File: src/rtl/core/tld_pkg.sv
// Shared types, codes and sizes for the terminal line discipline.
// Used by every module under rtl/core; depends on nothing.
`timescale 1ns / 1ps
package tld_pkg;

  localparam int QUEUE_DEPTH = 256;
  localparam int LINE_MAX    = 32;
  localparam int QADDR_W     = (QUEUE_DEPTH > 1) ? $clog2(QUEUE_DEPTH) : 1;
  localparam int QFILL_W     = $clog2(QUEUE_DEPTH + 1);
  localparam int LIDX_W      = (LINE_MAX > 1) ? $clog2(LINE_MAX) : 1;
  localparam int LEN_W       = 6;
  localparam int COL_W       = 16;
  localparam int CMDQ_DEPTH  = 2;
  localparam int CMDQ_W      = 1;

  localparam logic [7:0] CH_SPACE = 8'h20;
  localparam logic [7:0] CH_DEL   = 8'h7F;
  localparam logic [7:0] CH_LF    = 8'h0A;
  localparam logic [7:0] CH_CR    = 8'h0D;
  localparam logic [7:0] CH_BS    = 8'h08;

  typedef enum logic [2:0] {
    OP_KEY       = 3'd0,
    OP_ENTER     = 3'd1,
    OP_BACKSPACE = 3'd2,
    OP_RAW_PUSH  = 3'd3,
    OP_READ      = 3'd4,
    OP_LINE_READ = 3'd5
  } opcode_t;

  typedef enum logic [2:0] {
    K_ECHO_CHAR    = 3'd0,
    K_ECHO_NEWLINE = 3'd1,
    K_ECHO_ERASE   = 3'd2,
    K_READ_BYTE    = 3'd3,
    K_READ_DONE    = 3'd4,
    K_READ_REFUSED = 3'd5
  } kind_t;

  typedef enum logic [1:0] {
    REG_ECHO_ENABLE    = 2'd0,
    REG_CANONICAL_MODE = 2'd1,
    REG_CR_TO_LF       = 2'd2
  } reg_index_t;

  typedef enum logic [1:0] {
    PEND_NONE = 2'd0,
    PEND_RAW  = 2'd1,
    PEND_LINE = 2'd2
  } pend_t;

  typedef enum logic [3:0] {
    S_IDLE,
    S_EXEC,
    S_SERVICE,
    S_RAW_READ,
    S_RAW_EMIT,
    S_LINE_READ,
    S_LINE_CHECK,
    S_LINE_OUT,
    S_FINISH
  } back_state_t;

  typedef struct packed {
    logic [2:0] opcode;
    logic [7:0] key_byte;
    logic [5:0] max_len;
    logic       blocking;
  } in_word_t;

  typedef struct packed {
    kind_t      kind;
    logic [7:0] value;
    logic [5:0] count;
    logic       last;
  } out_word_t;

  typedef struct packed {
    logic echo_enable;
    logic canonical_mode;
    logic cr_to_lf;
  } cfg_t;

  typedef struct packed {
    logic             is_read;
    logic             line;
    logic [LEN_W-1:0] lim;
    logic             blk;
    logic             push;
    logic [7:0]       push_byte;
    logic             echo;
  } cmd_t;

endpackage

File: src/rtl/core/tld_front.sv
// Front end: accepts input words and turns them into queued commands.
// Depends on tld_pkg.
`timescale 1ns / 1ps
module tld_front (
  input  logic            rst,
  input  logic            in_valid,
  output logic            in_ready,
  input  tld_pkg::in_word_t in_data,
  input  tld_pkg::cfg_t   cfg,
  output logic            cmd_valid,
  input  logic            cmd_ready,
  output tld_pkg::cmd_t   cmd
);

  tld_pkg::cmd_t c;
  logic          keep;
  logic          accepted;

  always_comb begin
    c = '0;
    keep = 1'b1;
    c.lim = (in_data.max_len > 6'(tld_pkg::LINE_MAX)) ? 6'(tld_pkg::LINE_MAX) : in_data.max_len;
    c.blk = in_data.blocking;
    case (in_data.opcode)
      tld_pkg::OP_KEY: begin
        c.push = !cfg.canonical_mode || (in_data.key_byte >= tld_pkg::CH_SPACE);
        c.echo = c.push && cfg.echo_enable;
        c.push_byte = in_data.key_byte;
      end
      tld_pkg::OP_ENTER: begin
        c.push = 1'b1;
        c.echo = cfg.echo_enable;
        c.push_byte = (cfg.canonical_mode && cfg.cr_to_lf) ? tld_pkg::CH_LF : tld_pkg::CH_CR;
      end
      tld_pkg::OP_BACKSPACE: begin
        c.push = !cfg.canonical_mode;
        c.echo = cfg.echo_enable;
        c.push_byte = tld_pkg::CH_DEL;
      end
      tld_pkg::OP_RAW_PUSH: begin
        c.push = 1'b1;
        c.push_byte = in_data.key_byte;
      end
      tld_pkg::OP_READ: begin
        c.is_read = 1'b1;
        c.line = cfg.canonical_mode;
      end
      tld_pkg::OP_LINE_READ: begin
        c.is_read = 1'b1;
        c.line = 1'b1;
      end
      default: keep = 1'b0;
    endcase
  end

  // Unknown opcodes are taken and dropped without reaching the queue.
  assign in_ready  = cmd_ready;
  assign accepted  = in_valid && in_ready;
  assign cmd_valid = accepted && keep && !rst;
  assign cmd       = c;

endmodule

File: src/rtl/core/tld_cmd_fifo.sv
// Short command queue between the front end and the execution engine.
// Depends on tld_pkg.
`timescale 1ns / 1ps
module tld_cmd_fifo (
  input  logic          clk,
  input  logic          rst,
  input  logic          wr_valid,
  output logic          wr_ready,
  input  tld_pkg::cmd_t wr_data,
  output logic          rd_valid,
  input  logic          rd_ready,
  output tld_pkg::cmd_t rd_data
);

  tld_pkg::cmd_t              slots [tld_pkg::CMDQ_DEPTH];
  logic [tld_pkg::CMDQ_W-1:0] wptr;
  logic [tld_pkg::CMDQ_W-1:0] rptr;
  logic [tld_pkg::CMDQ_W:0]   used;
  logic                       do_wr;
  logic                       do_rd;

  assign wr_ready = (used != (tld_pkg::CMDQ_W+1)'(tld_pkg::CMDQ_DEPTH));
  assign rd_valid = (used != '0);
  assign rd_data  = slots[rptr];
  assign do_wr    = wr_valid && wr_ready;
  assign do_rd    = rd_valid && rd_ready;

  always_ff @(posedge clk) begin
    if (do_wr) begin
      slots[wptr] <= wr_data;
    end
  end

  always_ff @(posedge clk) begin
    if (rst) begin
      wptr <= '0;
      rptr <= '0;
      used <= '0;
    end else begin
      if (do_wr) begin
        wptr <= wptr + 1'b1;
      end
      if (do_rd) begin
        rptr <= rptr + 1'b1;
      end
      case ({do_wr, do_rd})
        2'b10:   used <= used + 1'b1;
        2'b01:   used <= used - 1'b1;
        default: used <= used;
      endcase
    end
  end

endmodule

File: src/rtl/core/tld_back.sv
// Execution engine: byte queue, echo column, pending reads and line assembly.
// Depends on tld_pkg; holds the byte queue memory and the line buffer.
`timescale 1ns / 1ps
module tld_back (
  input  logic              clk,
  input  logic              rst,
  input  tld_pkg::cfg_t     cfg,
  input  logic              cmd_valid,
  output logic              cmd_ready,
  input  tld_pkg::cmd_t     cmd_in,
  output logic              out_valid,
  input  logic              out_ready,
  output tld_pkg::out_word_t out_data
);

  localparam int QD = tld_pkg::QUEUE_DEPTH;
  localparam int LW = tld_pkg::LEN_W;

  tld_pkg::back_state_t state, state_next;
  tld_pkg::cmd_t        cmd, cmd_next;
  tld_pkg::pend_t       pend, pend_next;
  logic [tld_pkg::QADDR_W-1:0] head, head_next;
  logic [tld_pkg::QFILL_W-1:0] fill, fill_next;
  logic [tld_pkg::COL_W-1:0]   column, column_next;
  logic [LW-1:0] plim, plim_next;
  logic [LW-1:0] lfill, lfill_next;
  logic [LW-1:0] lim, lim_next;
  logic [LW-1:0] n, n_next;
  logic          blk, blk_next;

  logic [7:0] qmem [QD];
  logic [7:0] line_buf [tld_pkg::LINE_MAX];
  logic [7:0] rd_data;

  logic                        q_we, q_re, ls_we;
  logic [tld_pkg::QADDR_W-1:0] q_waddr;
  logic [7:0]                  ls_wdata;
  logic [tld_pkg::QFILL_W:0]   wsum;

  tld_pkg::out_word_t hold;
  tld_pkg::out_word_t hold_last;
  logic               hold_valid;
  logic               out_free, gen_ok, gen_valid, flush;
  tld_pkg::out_word_t gen;
  logic [7:0]         b2;
  logic [LW-1:0]      nf;

  assign out_free  = !out_valid || out_ready;
  assign gen_ok    = !hold_valid || out_free;
  assign cmd_ready = (state == tld_pkg::S_IDLE);

  always_comb begin
    hold_last      = hold;
    hold_last.last = 1'b1;
  end

  always_comb begin
    wsum = (tld_pkg::QFILL_W+1)'(head) + (tld_pkg::QFILL_W+1)'(fill);
    if (wsum >= (tld_pkg::QFILL_W+1)'(QD)) begin
      wsum = wsum - (tld_pkg::QFILL_W+1)'(QD);
    end
    q_waddr = wsum[tld_pkg::QADDR_W-1:0];
  end

  always_comb begin
    state_next = state;
    cmd_next = cmd;
    pend_next = pend;
    head_next = head;
    fill_next = fill;
    column_next = column;
    plim_next = plim;
    lfill_next = lfill;
    lim_next = lim;
    n_next = n;
    blk_next = blk;
    q_we = 1'b0;
    q_re = 1'b0;
    ls_we = 1'b0;
    ls_wdata = rd_data;
    gen_valid = 1'b0;
    gen = '0;
    flush = 1'b0;
    b2 = rd_data;
    nf = lfill;
    case (state)
      tld_pkg::S_IDLE: begin
        if (cmd_valid) begin
          cmd_next = cmd_in;
          state_next = tld_pkg::S_EXEC;
        end
      end
      tld_pkg::S_EXEC: begin
        if (gen_ok) begin
          if (cmd.is_read) begin
            if (pend != tld_pkg::PEND_NONE) begin
              gen_valid = 1'b1;
              gen.kind = tld_pkg::K_READ_REFUSED;
              state_next = tld_pkg::S_FINISH;
            end else if (cmd.lim == '0) begin
              gen_valid = 1'b1;
              gen.kind = tld_pkg::K_READ_DONE;
              state_next = tld_pkg::S_FINISH;
            end else if (cmd.line) begin
              lfill_next = '0;
              lim_next = cmd.lim;
              blk_next = cmd.blk;
              state_next = tld_pkg::S_LINE_READ;
            end else if (!cmd.blk) begin
              lim_next = LW'(1);
              n_next = '0;
              state_next = tld_pkg::S_RAW_READ;
            end else if (fill == '0) begin
              pend_next = tld_pkg::PEND_RAW;
              plim_next = cmd.lim;
              state_next = tld_pkg::S_FINISH;
            end else begin
              lim_next = cmd.lim;
              n_next = '0;
              state_next = tld_pkg::S_RAW_READ;
            end
          end else begin
            if (cmd.push && (fill < tld_pkg::QFILL_W'(QD))) begin
              q_we = 1'b1;
              fill_next = fill + 1'b1;
            end
            if (cmd.echo) begin
              if (cmd.push_byte == tld_pkg::CH_LF) begin
                column_next = '0;
                gen_valid = 1'b1;
                gen.kind = tld_pkg::K_ECHO_NEWLINE;
                gen.value = tld_pkg::CH_LF;
              end else if (cmd.push_byte == tld_pkg::CH_DEL) begin
                if (column != '0) begin
                  column_next = column - 1'b1;
                  gen_valid = 1'b1;
                  gen.kind = tld_pkg::K_ECHO_ERASE;
                end
              end else if (cmd.push_byte >= tld_pkg::CH_SPACE) begin
                if (column != '1) begin
                  column_next = column + 1'b1;
                end
                gen_valid = 1'b1;
                gen.kind = tld_pkg::K_ECHO_CHAR;
                gen.value = cmd.push_byte;
              end
            end
            state_next = tld_pkg::S_SERVICE;
          end
        end
      end
      tld_pkg::S_SERVICE: begin
        if ((pend == tld_pkg::PEND_RAW) && (fill != '0)) begin
          lim_next = plim;
          n_next = '0;
          state_next = tld_pkg::S_RAW_READ;
        end else if (pend == tld_pkg::PEND_LINE) begin
          lim_next = plim;
          blk_next = 1'b1;
          state_next = tld_pkg::S_LINE_READ;
        end else begin
          state_next = tld_pkg::S_FINISH;
        end
      end
      tld_pkg::S_RAW_READ: begin
        if ((n < lim) && (fill != '0)) begin
          q_re = 1'b1;
          head_next = (head == tld_pkg::QADDR_W'(QD - 1)) ? '0 : head + 1'b1;
          fill_next = fill - 1'b1;
          n_next = n + 1'b1;
          state_next = tld_pkg::S_RAW_EMIT;
        end else if (gen_ok) begin
          gen_valid = 1'b1;
          gen.kind = tld_pkg::K_READ_DONE;
          gen.count = n;
          pend_next = tld_pkg::PEND_NONE;
          plim_next = '0;
          state_next = tld_pkg::S_FINISH;
        end
      end
      tld_pkg::S_RAW_EMIT: begin
        if (gen_ok) begin
          gen_valid = 1'b1;
          gen.kind = tld_pkg::K_READ_BYTE;
          gen.value = rd_data;
          state_next = tld_pkg::S_RAW_READ;
        end
      end
      tld_pkg::S_LINE_READ: begin
        if (fill == '0) begin
          if (!blk) begin
            if (gen_ok) begin
              lfill_next = '0;
              gen_valid = 1'b1;
              gen.kind = tld_pkg::K_READ_DONE;
              state_next = tld_pkg::S_FINISH;
            end
          end else begin
            pend_next = tld_pkg::PEND_LINE;
            plim_next = lim;
            state_next = tld_pkg::S_FINISH;
          end
        end else begin
          q_re = 1'b1;
          head_next = (head == tld_pkg::QADDR_W'(QD - 1)) ? '0 : head + 1'b1;
          fill_next = fill - 1'b1;
          state_next = tld_pkg::S_LINE_CHECK;
        end
      end
      tld_pkg::S_LINE_CHECK: begin
        if ((rd_data == tld_pkg::CH_DEL) || (rd_data == tld_pkg::CH_BS)) begin
          if (lfill != '0) begin
            lfill_next = lfill - 1'b1;
          end
          state_next = tld_pkg::S_LINE_READ;
        end else begin
          if (cfg.cr_to_lf && (rd_data == tld_pkg::CH_CR)) begin
            b2 = tld_pkg::CH_LF;
          end
          if (lfill < LW'(tld_pkg::LINE_MAX)) begin
            ls_we = 1'b1;
            ls_wdata = b2;
            nf = lfill + 1'b1;
          end
          lfill_next = nf;
          if ((b2 == tld_pkg::CH_LF) || (nf >= lim) || (nf >= LW'(tld_pkg::LINE_MAX))) begin
            n_next = '0;
            state_next = tld_pkg::S_LINE_OUT;
          end else begin
            state_next = tld_pkg::S_LINE_READ;
          end
        end
      end
      tld_pkg::S_LINE_OUT: begin
        if (gen_ok) begin
          gen_valid = 1'b1;
          if (n < lfill) begin
            gen.kind = tld_pkg::K_READ_BYTE;
            gen.value = line_buf[n[tld_pkg::LIDX_W-1:0]];
            n_next = n + 1'b1;
          end else begin
            gen.kind = tld_pkg::K_READ_DONE;
            gen.count = lfill;
            lfill_next = '0;
            pend_next = tld_pkg::PEND_NONE;
            plim_next = '0;
            state_next = tld_pkg::S_FINISH;
          end
        end
      end
      tld_pkg::S_FINISH: begin
        if (!hold_valid) begin
          state_next = tld_pkg::S_IDLE;
        end else if (out_free) begin
          flush = 1'b1;
          state_next = tld_pkg::S_IDLE;
        end
      end
      default: state_next = tld_pkg::S_IDLE;
    endcase
  end

  always_ff @(posedge clk) begin
    if (q_we) begin
      qmem[q_waddr] <= cmd.push_byte;
    end
    if (q_re) begin
      rd_data <= qmem[head];
    end
    if (ls_we) begin
      line_buf[lfill[tld_pkg::LIDX_W-1:0]] <= ls_wdata;
    end
  end

  always_ff @(posedge clk) begin
    cmd <= cmd_next;
    lim <= lim_next;
    n   <= n_next;
    blk <= blk_next;
  end

  always_ff @(posedge clk) begin
    if (rst) begin
      state  <= tld_pkg::S_IDLE;
      pend   <= tld_pkg::PEND_NONE;
      head   <= '0;
      fill   <= '0;
      column <= '0;
      plim   <= '0;
      lfill  <= '0;
    end else begin
      state  <= state_next;
      pend   <= pend_next;
      head   <= head_next;
      fill   <= fill_next;
      column <= column_next;
      plim   <= plim_next;
      lfill  <= lfill_next;
    end
  end

  // One result is held back so that the final one of an item can carry last.
  always_ff @(posedge clk) begin
    if (rst) begin
      out_valid  <= 1'b0;
      hold_valid <= 1'b0;
    end else begin
      if (out_valid && out_ready) begin
        out_valid <= 1'b0;
      end
      if (gen_valid) begin
        if (hold_valid) begin
          out_data  <= hold;
          out_valid <= 1'b1;
        end
        hold       <= gen;
        hold_valid <= 1'b1;
      end
      if (flush) begin
        out_data   <= hold_last;
        out_valid  <= 1'b1;
        hold_valid <= 1'b0;
      end
    end
  end

endmodule

File: src/rtl/core/tty_line_discipline.sv
// Top level of the terminal input line discipline.
// Depends on tld_pkg, tld_front, tld_cmd_fifo and tld_back.
`timescale 1ns / 1ps
// Key events and raw pushes fill a byte queue, with echo words for keys when
// echo is on; reads return queued bytes either raw or as edited lines. Input
// words are classified by a front end and passed through a two-entry command
// queue to an engine that works on one command at a time, so the input side
// keeps accepting while results wait at the output, until the queue is full.
// The engine pops the byte queue through a memory with a registered read
// port: a raw read fetches and then emits each returned byte, and a line read
// fetches and checks each consumed queue byte before it emits the line. Each
// result word is held back in a register so the final word of an item can be
// flagged last. Configuration registers are written through the cfg port,
// which is always ready; indexes outside the register list are ignored.
module tty_line_discipline (
  input  logic               clk,
  input  logic               rst,
  input  logic               in_valid,
  output logic               in_ready,
  input  tld_pkg::in_word_t  in_data,
  output logic               out_valid,
  input  logic               out_ready,
  output tld_pkg::out_word_t out_data,
  input  logic               cfg_valid,
  output logic               cfg_ready,
  input  logic [1:0]         cfg_index,
  input  logic               cfg_data
);

  tld_pkg::cfg_t cfg;
  tld_pkg::cmd_t front_cmd, queued_cmd;
  logic          front_valid, front_ready, queued_valid, queued_ready;

  assign cfg_ready = 1'b1;

  // Configuration registers; reset turns echo and CR-to-LF on and canonical mode off.
  always_ff @(posedge clk) begin
    if (rst) begin
      cfg.echo_enable    <= 1'b1;
      cfg.canonical_mode <= 1'b0;
      cfg.cr_to_lf       <= 1'b1;
    end else if (cfg_valid && cfg_ready) begin
      case (cfg_index)
        tld_pkg::REG_ECHO_ENABLE:    cfg.echo_enable    <= cfg_data;
        tld_pkg::REG_CANONICAL_MODE: cfg.canonical_mode <= cfg_data;
        tld_pkg::REG_CR_TO_LF:       cfg.cr_to_lf       <= cfg_data;
        default: ;
      endcase
    end
  end

  tld_front u_front (
    .rst(rst),
    .in_valid(in_valid), .in_ready(in_ready), .in_data(in_data),
    .cfg(cfg),
    .cmd_valid(front_valid), .cmd_ready(front_ready), .cmd(front_cmd)
  );

  tld_cmd_fifo u_cmdq (
    .clk(clk), .rst(rst),
    .wr_valid(front_valid), .wr_ready(front_ready), .wr_data(front_cmd),
    .rd_valid(queued_valid), .rd_ready(queued_ready), .rd_data(queued_cmd)
  );

  tld_back u_back (
    .clk(clk), .rst(rst), .cfg(cfg),
    .cmd_valid(queued_valid), .cmd_ready(queued_ready), .cmd_in(queued_cmd),
    .out_valid(out_valid), .out_ready(out_ready), .out_data(out_data)
  );

endmodule

File: config.mk
export PLATFORM = sky130hd
export DESIGN_NAME = tty_line_discipline
export DESIGN_NICKNAME = d
export VERILOG_FILES = /design/src/rtl/core/tld_pkg.sv /design/src/rtl/core/tld_front.sv /design/src/rtl/core/tld_cmd_fifo.sv /design/src/rtl/core/tld_back.sv /design/src/rtl/core/tty_line_discipline.sv
export SDC_FILE = /design/constraint.sdc
export NUM_CORES = 2
export LEC_CHECK = 0
export ABC_AREA = 1
export BUFFER_PORTS_ARGS = -buffer_cell sky130_fd_sc_hd__buf_2
export CAP_MARGIN = 30
export CORE_ASPECT_RATIO = 1.1
export CORE_MARGIN = 5
export CORE_UTILIZATION = 60
export DETAILED_ROUTE_END_ITERATION = 6
export HOLD_SLACK_MARGIN = 0.15
export PLACE_DENSITY = 0.76
export SETUP_SLACK_MARGIN = 0.3
export SYNTH_ARGS = -nofsm -noshare
export SYNTH_HDL_FRONTEND = slang
export SYNTH_HIERARCHICAL = 1
export SYNTH_SLANG_ARGS = --single-unit
File: constraint.sdc
create_clock -name clk -period 8.3 [get_ports clk]
set_input_delay 0.415 -clock clk [delete_from_list [all_inputs] [get_ports clk]]
set_output_delay 0.415 -clock clk [all_outputs]
set_load 0.05 [all_outputs]
Word-level counts from Yosys, hierarchy flattened
Memory sizes are Yosys's and may differ from the RTL's. A register that Yosys moved wholly into a read port is not among the register bits. Cells that the tools add are included.

Add/subtract/negate cells: 14. $mul: 0. Div/mod/pow operators: 0. Magnitude comparators: 10. Eq/ne operators: 62. Shift-type cells: 0. Multiplexer cells: 190. Bitwise gates (word level): 2. Reduce and logical (&&, ||, !) cells: 62.

Operators with widths (count): $mux W6 (51); $mux W8 (14); $mux W16 (5); $mux W4 (20); $mux W18 (3); $pmux W6 S4 (2); $mux W9 (5); $mux W1 (43); $ne A2 B1 Y1 const B (18); $pmux W4 S9 (1); $pmux W9 S4 (1); $mux W11 (3); $eq A8 B4 Y1 const B (4); $mux W2 (15); $mux W3 (10); $pmux W6 S5 (1); $pmux W9 S3 (1); $pmux W6 S2 (2); $pmux W8 S3 (1); $ne A2 B2 Y1 const B (11); $mux W17 (1); $add A16 B1 Y16 const B (1); $eq A4 B3 Y1 const B (4); $eq A8 B7 Y1 const B (2); 67 further kinds (121).

Register bits: 108. Bits in latches: 0. Memory bits (writable): 2342. ROM bits: 0. Bits of input ports: 26. Output and inout bits: 21. Word-level logic and storage cells: 368. Memories: 3.

Memory list: u_back.qmem (depth 256, bits a word 8, rd ports 1, clocked after memory_dff 1, wr ports 1, line tld_back.sv:31) `logic [7:0] qmem [QD];`; u_back.line_buf (depth 32, bits a word 8, rd ports 1, clocked after memory_dff 1, wr ports 1, line tld_back.sv:32) `logic [7:0] line_buf [tld_pkg::LINE_MAX];`; u_cmdq.slots (depth 2, bits a word 19, rd ports 1, clocked after memory_dff 1, wr ports 1, line tld_cmd_fifo.sv:15) `tld_pkg::cmd_t slots [tld_pkg::CMDQ_DEPTH];`.

Depth between registers and ports, before layout
Depth after elaboration: 12. Mapped depth: 20. Mapped depth without buffers: 17.

Cells and area by module
Netlist, hierarchy kept.

By module, submodules not included: tld_back (instances 1, cells an instance 9445, area an instance 103118.9 um2, sequential area each 72599.6 um2); tld_cmd_fifo (instances 1, cells an instance 97, area an instance 1667.8 um2, sequential area each 1241.2 um2); tld_front (instances 1, cells an instance 60, area an instance 287.8 um2, sequential area each 0.0 um2); tty_line_discipline (instances 1, cells an instance 22, area an instance 152.6 um2, sequential area each 60.1 um2).

Worst setup path before layout
No wires, ideal clock.

Kind: register to register. Start: register u_back/cmd[4] (netlist bit). End: register, netlist name u_back/out_data[0]. Setup time: 0.399 ns. Arrival time: 5.966 ns. Data required time: 7.901 ns. Path slack: 1.935 ns. Stages on the path, launching flop included: 11. Path buffers: 0. Period minus slack after synthesis: 6.365 ns. Cell sequence: edfxtp_1 nand4_1 nor2_1 inv_1 nand3_1 nand3_1 nand2_1 inv_1 nand2_1 nand3_1 a21oi_1.

Cells in the longest elaborated chain, start to end: 10. Elaborated cells on any way between the ends: 12. Those cells by class: order compare: 1; eq/ne: 2; mux: 7; reduce/logical: 2.

Ends and longest elaborated chain: start, declared (line tld_back.sv:20) `tld_pkg::cmd_t cmd, cmd_next;`; start signal, assigned (line tld_back.sv:276) `cmd <= cmd_next;`; $ge A8 B6 Y1 (line tld_back.sv:139) `end else if (cmd.push_byte >= tld_pkg::CH_SPACE) begin`; $mux W1 (line tld_back.sv:139); $mux W1 (line tld_back.sv:133) `end else if (cmd.push_byte == tld_pkg::CH_DEL) begin`; $mux W1 (*) (line tld_back.sv:128) `if (cmd.push_byte == tld_pkg::CH_LF) begin`; $mux W1 (*) (line tld_back.sv:127) `if (cmd.echo) begin`; $mux W1 (*) (line tld_back.sv:95) `if (cmd.is_read) begin`; $mux W1 (*) (line tld_back.sv:94) `if (gen_ok) begin`; $pmux W1 S4 (*) (line tld_back.sv:86) `case (state)`; $reduce_bool A2 Y1 (no source line) (*); $reduce_and A3 Y1 (no source line) (*).

Mark *: on every way between the ends. The rest lies on a longest branch, timed or not. A chain may end at the register's enable or synchronous reset.

Final worst setup path
Start: register u_back/head[1] (netlist bit). End: memory u_back.qmem[171][6] (enable).

Cells in the longest elaborated chain, start to end: 3. Elaborated cells on any way between the ends: 4. Those cells by class: add/sub: 2; order compare: 1; mux: 1.

Ends and longest elaborated chain: start, declared (line tld_back.sv:22) `logic [tld_pkg::QADDR_W-1:0] head, head_next;`; start signal, assigned (line tld_back.sv:294) `head <= head_next;`; $add A8 B9 Y10 (*) (line tld_back.sv:58) `wsum = (tld_pkg::QFILL_W+1)'(head) + (tld_pkg::QFILL_W+1)'(fill);`; $sub A8 B1 Y8 / $ge A10 B9 Y1 (equally long branches) (line tld_back.sv:60, tld_back.sv:59); $mux W8 (*) (line tld_back.sv:59) `if (wsum >= (tld_pkg::QFILL_W+1)'(QD)) begin`; end, declared (line tld_back.sv:31).

Marked as above.

==> impl_table.tex <==
\begin{tabular}{lr}
\hline
Metric & Value \\
\hline
\multicolumn{2}{l}{\textbf{Drt}} \\
Initial DRC Count & 10589 \\
Routed vias/inst & 6.11 \\
Number of iterations in the first detailed-routing pass & 7 \\
Average routed wire per standard cell & 23.8 um \\
DRC violations left & 1 \\
Final wirelength & 285 mm \\
Vias & 73326 \\
ANT nets after route & 0 \\
\multicolumn{2}{l}{\textbf{Power}} \\
Part of the power in combinational logic & 0.191 \\
Switching Share & 0.300 \\
Leakage power & 41.8 nW \\
Power dissipated by switching net loads & 9.63 mW \\
Relative contribution of sequential cells to total power & 0.481 \\
Total power divided by cell area & 279 mW/mm2 \\
Overall power after layout & 32.1 mW \\
Internal portion of total power & 22.4 mW \\
Fraction of power consumed by the clock network & 0.328 \\
Maximum vdd ir drop & 0.000253 V \\
\multicolumn{2}{l}{\textbf{Timing}} \\
Highest clock rate & 214 MHz \\
Period utilization & 0.562 \\
Post-layout minimum cycle time & 4.67 ns \\
Final-layout setup total negative slack & 0 ns \\
Worst clock skew & 0.0599 ns \\
Unrepaired setup endpoints after global routing & false \\
Relative slew slack & 0.299 \\
Transition time at the pin with the least slew margin & 1.05 ns \\
Final Max Slew Viols & 0 \\
Number of failing hold endpoints at the final stage & 0 \\
Final-report setup violation count & 0 \\
\multicolumn{2}{l}{\textbf{Worst setup path}} \\
Required time at the endpoint of the critical path & 8.76 ns \\
Crit end category & flop \\
Max FO, Critical Path & 83 \\
CP Class & reg2reg \\
Flop-to-flop setup slack & 3.63 ns \\
Type of origin of the critical path & flop \\
Arrival @ worst endpoint & 5.13 ns \\
\multicolumn{2}{l}{\textbf{Synthesis}} \\
Proportion of synthesized flip-flops having asynchronous set or reset & 0 \\
Number of enable flip-flop cells after synthesis & 2417 \\
Avg Cell Area, Syn & 10.9 um2 \\
Dominant combinational cell family by area after synthesis & simple AND/OR/NAND/NOR gates \\
Proportion of synthesized chip area in sequential cells & 0.702 \\
Post-synthesis mux area share & 0.00239 \\
Compound-cell area share of the yosys netlist & 0.0575 \\
Predominant post-synthesis flop cell & sky130\_fd\_sc\_hd\_\_edfxtp\_1 \\
Xor and xnor area share after synthesis & 0.00225 \\
Cell area after technology mapping & 0.105 mm2 \\
Number of different library cells in the post-synthesis netlist & 54 \\
Total nets after synthesis & 9706 \\
Yosys reg bits & 2483 \\
Synthesized-area fraction occupied by and/or/nand/nor cells & 0.188 \\
Total number of yosys warnings & 6 \\
Adder-Cell Fraction of Synth Area & 0.00687 \\
Mapped Cells & 9624 \\
\multicolumn{2}{l}{\textbf{Clocking}} \\
H-tree depth & 4 \\
Clock transition at the register clock pins on the worst setup and hold paths after CTS & 0.07 ns \\
Max Root-Sink Buffers & 3 \\
Clock tree root driver cell & sky130\_fd\_sc\_hd\_\_clkbuf\_16 \\
Source-to-sink clock delay at the later pin of the worst-skew pair & 0.88 ns \\
CTS sink cnt & 2483 \\
TritonCTS clock tree & done \\
CTS Buf Count & 228 \\
\multicolumn{2}{l}{\textbf{Floorplan}} \\
Die area & 0.184 mm2 \\
Starting density of the core & 0.602 \\
Width of the chip & 409 um \\
Number of I/O pins & 47 \\
Site Rows & 161 \\
Chip height & 449 um \\
Area inside the core boundary & 0.175 mm2 \\
\multicolumn{2}{l}{\textbf{Place}} \\
Gp weighted congestion & 0.955 \\
IO buf count & 45 \\
Post-DP HPWL & 163 mm \\
\multicolumn{2}{l}{\textbf{Global route}} \\
Wire length of the first global-routing pass & 426 mm \\
Antenna violations before repair & 8 \\
Total global-route track usage & 0.304 \\
Residual overflow from global routing & 0 \\
Vias in the first global route & 70439 \\
Largest net degree at the start of global routing & 213 \\
\multicolumn{2}{l}{\textbf{Cells and area}} \\
NumNets Final & 9588 \\
Post-synthesis to final-layout area growth & 9.31\% \\
Layout cell share with drive strength beyond 1 & 0.0635 \\
\multicolumn{2}{l}{\textbf{Flow run}} \\
\# Max-Cap Violations & 0 \\
\multicolumn{2}{l}{\textbf{Run status}} \\
Violated checks & DRC \\
Status & finished with violations \\
\multicolumn{2}{l}{\textbf{Hold path}} \\
Type of the tightest min-delay check & in2reg \\
\hline
\end{tabular}
## routing by layer
layer | share of wire | track usage | vias to the layer above | wire [um]
li1 | - | - | 32741 | -
met1 | 0.35 | 0.386 | 35004 | 101000
met2 | 0.47 | 0.491 | 4620 | 135000
met4 | 0.066 | 0.175 | 6 | 18700
met5 | 0.00019 | 0 | - | 55
met3 | 0.11 | 0.0612 | 955 | 30800
## layout by cell type (no fill, tap or decap), types with 9 or more instances in the layout
cell                            synthesis  routed
sky130_fd_sc_hd__edfxtp_1            2417    2417
sky130_fd_sc_hd__nand2_1             2257    2256
sky130_fd_sc_hd__nor2_1              1630    1628
sky130_fd_sc_hd__nand3_1              827     827
sky130_fd_sc_hd__o21ai_0              713     713
sky130_fd_sc_hd__inv_1                470     465
sky130_fd_sc_hd__a21oi_1              248     247
sky130_fd_sc_hd__clkbuf_16              0     231
sky130_fd_sc_hd__buf_4                 24      90
sky130_fd_sc_hd__o211ai_1              77      77
sky130_fd_sc_hd__dfxtp_1               66      60
sky130_fd_sc_hd__ha_1                  53      53
sky130_fd_sc_hd__clkbuf_1             217      52
sky130_fd_sc_hd__nand4_1               45      45
sky130_fd_sc_hd__clkinv_1               3      45
sky130_fd_sc_hd__buf_2                207      45
sky130_fd_sc_hd__clkinv_2               2      44
sky130_fd_sc_hd__dlygate4sd3_1          0      39
sky130_fd_sc_hd__or2_2                 32      32
sky130_fd_sc_hd__a22oi_1               25      25
sky130_fd_sc_hd__bufinv_16              0      24
sky130_fd_sc_hd__o22ai_1               23      23
sky130_fd_sc_hd__xor2_1                20      20
sky130_fd_sc_hd__nor3_1                19      19
sky130_fd_sc_hd__clkinvlp_4             0      17
sky130_fd_sc_hd__buf_12                 1      17
sky130_fd_sc_hd__o21ai_1               16      16
sky130_fd_sc_hd__inv_2                 15      15
sky130_fd_sc_hd__nand2_2               13      14
sky130_fd_sc_hd__nor2_2                10      11
sky130_fd_sc_hd__nand3b_1              10      10
sky130_fd_sc_hd__mux2_4                10      10
sky130_fd_sc_hd__mux2_2                 9       9
## critical path, stage by stage, from the launching register on
cell and delay, ns:
sky130_fd_sc_hd__dfxtp_4 0.43, sky130_fd_sc_hd__buf_4 0.73, sky130_fd_sc_hd__fa_1 0.37, sky130_fd_sc_hd__nand3_1 0.09, sky130_fd_sc_hd__nand3_1 0.12, sky130_fd_sc_hd__a21oi_1 0.10
sky130_fd_sc_hd__o21bai_2 0.17, sky130_fd_sc_hd__xor2_1 0.12, sky130_fd_sc_hd__nor2_1 0.57, sky130_fd_sc_hd__nand2_1 0.75, sky130_fd_sc_hd__nor2_1 0.75
## sequential cells by signal, summed over array words and instances (netlist names), 2 cells and up, named ones only
register and flops:
u_back/pend 2, u_back/rd_data 8, u_back/state 4, u_back/lfill 6
u_back/qmem 2048, u_cmdq/used 2, u_cmdq/slots 38, u_back/plim 6
u_back/out_data 18, u_back/column 16, u_back/n 6, u_back/hold 17
u_back/lim 6, cfg 3, u_back/head 8, u_back/cmd 19
u_back/line_buf 256, u_back/fill 9
## final timing paths
| path | to | depth (start not counted) | startpoint |
|---|---|---|---|
| max | u_back/qmem[171][6]$_DFFE_PP_ | 10 | u_back/head[1]$_SDFFE_PP0P_ |
| min | u_cmdq/slots[1][10]$_DFFE_PP_ | 2 | in_data[0] |
| max reg2reg | u_back/qmem[171][6]$_DFFE_PP_ | 10 | u_back/head[1]$_SDFFE_PP0P_ |
| min reg2reg | u_back/out_data[10]$_DFFE_PP_ | 0 | u_back/hold[10]$_DFFE_PP_ |
## through the flow
| stage | setup slack, ns | cell area [um2] | hold slack (ns) | cells | util |
|---|---|---|---|---|---|
| 2_1_floorplan | 1.94 | 105000 | 0.400 | 9624 | - |
| 3_3_place_gp | 3.91 | 107000 | 0.405 | 11509 | 0.612 |
| 3_5_place_dp | 3.78 | 107000 | 0.405 | 11515 | 0.613 |
| 4_1_cts | 3.75 | 115000 | 0.281 | 11984 | 0.658 |
| 5_1_grt | 3.49 | 115000 | 0.325 | 11988 | 0.659 |
| 6_report | 3.63 | 115000 | 0.357 | 11992 | 0.659 |
## final cells by class
cell class,count,area [um2]
Timing Repair Buffer,198,1800
Clock inverter,141,1480
Tap cell,2282,2860
Multi-Input combinational cell,6104,27000
Sequential cell,2483,73900
Fill cell,12477,59600
Inverter,491,1880
Clock buffer,289,6060
Antenna cell,4,10.0
## cells in the mapped netlist (5+ instances only)
| master | instances | area, um2 |
|---|---|---|
| sky130_fd_sc_hd__nand3_1 | 827 | 4140 |
| sky130_fd_sc_hd__mux2_2 | 9 | 101 |
| sky130_fd_sc_hd__dfxtp_1 | 66 | 1320 |
| sky130_fd_sc_hd__o21bai_1 | 6 | 45.0 |
| sky130_fd_sc_hd__nand4_1 | 45 | 282 |
| sky130_fd_sc_hd__nor2_4 | 6 | 67.6 |
| sky130_fd_sc_hd__a21oi_1 | 248 | 1240 |
| sky130_fd_sc_hd__buf_2 | 207 | 1040 |
| sky130_fd_sc_hd__a31oi_1 | 6 | 37.5 |
| sky130_fd_sc_hd__o22ai_1 | 23 | 144 |
| sky130_fd_sc_hd__o31ai_1 | 5 | 37.5 |
| sky130_fd_sc_hd__ha_1 | 53 | 663 |
| sky130_fd_sc_hd__nor2_2 | 10 | 62.6 |
| sky130_fd_sc_hd__a21boi_0 | 6 | 45.0 |
| sky130_fd_sc_hd__nand2_2 | 13 | 81.3 |
| sky130_fd_sc_hd__o21ai_0 | 713 | 3570 |
| sky130_fd_sc_hd__a22oi_1 | 25 | 188 |
| sky130_fd_sc_hd__inv_2 | 15 | 56.3 |
| sky130_fd_sc_hd__o21ai_1 | 16 | 80.1 |
| sky130_fd_sc_hd__buf_6 | 8 | 90.1 |
| sky130_fd_sc_hd__or2_2 | 32 | 200 |
| sky130_fd_sc_hd__clkbuf_1 | 217 | 815 |
| sky130_fd_sc_hd__buf_1 | 89 | 334 |
| sky130_fd_sc_hd__inv_1 | 470 | 1760 |
| sky130_fd_sc_hd__mux2_4 | 10 | 150 |
| sky130_fd_sc_hd__nor3_1 | 19 | 95.1 |
| sky130_fd_sc_hd__nand3b_1 | 10 | 75.1 |
| sky130_fd_sc_hd__nand2_1 | 2257 | 8470 |
| sky130_fd_sc_hd__o211ai_1 | 77 | 578 |
| sky130_fd_sc_hd__xor2_1 | 20 | 175 |
| sky130_fd_sc_hd__xnor2_1 | 7 | 61.3 |
| sky130_fd_sc_hd__buf_4 | 24 | 180 |
| sky130_fd_sc_hd__edfxtp_1 | 2417 | 72600 |
| sky130_fd_sc_hd__nor2_1 | 1630 | 6120 |
## kinds of logic (layout without fill, tap and decap cells)
family | after synthesis | count (layout)
and+or+nand+nor | 4865 | 4865
DFF | 2483 | 2483
AOI/OAI and AO/OA | 1136 | 1136
buffers and inverters | 1037 | 1119
adders and majority gates | 56 | 56
xor gates and xnor gates | 27 | 27
muxes | 19 | 19
other | 1 | 5
## power by group through the flow
stage | combinational [mW] | sequential (mW) | clock, mW
global route | 6.52 | 15.4 | 11.2
floorplan | 2.99 | 16.4 | 0
finish | 6.11 | 15.4 | 10.5
global placement | 5.74 | 15.7 | 0
detailed placement | 5.89 | 15.7 | 0
CTS | 5.94 | 15.4 | 10.6
## repair_timing
action                                 in CTS  in global routing
buffers inserted                            0                  0
hold buffers                               39                  0
resized for setup                           0                  0
endpoints found under the hold margin      78                  0
Note: power is estimated with default switching activity, not from simulation.
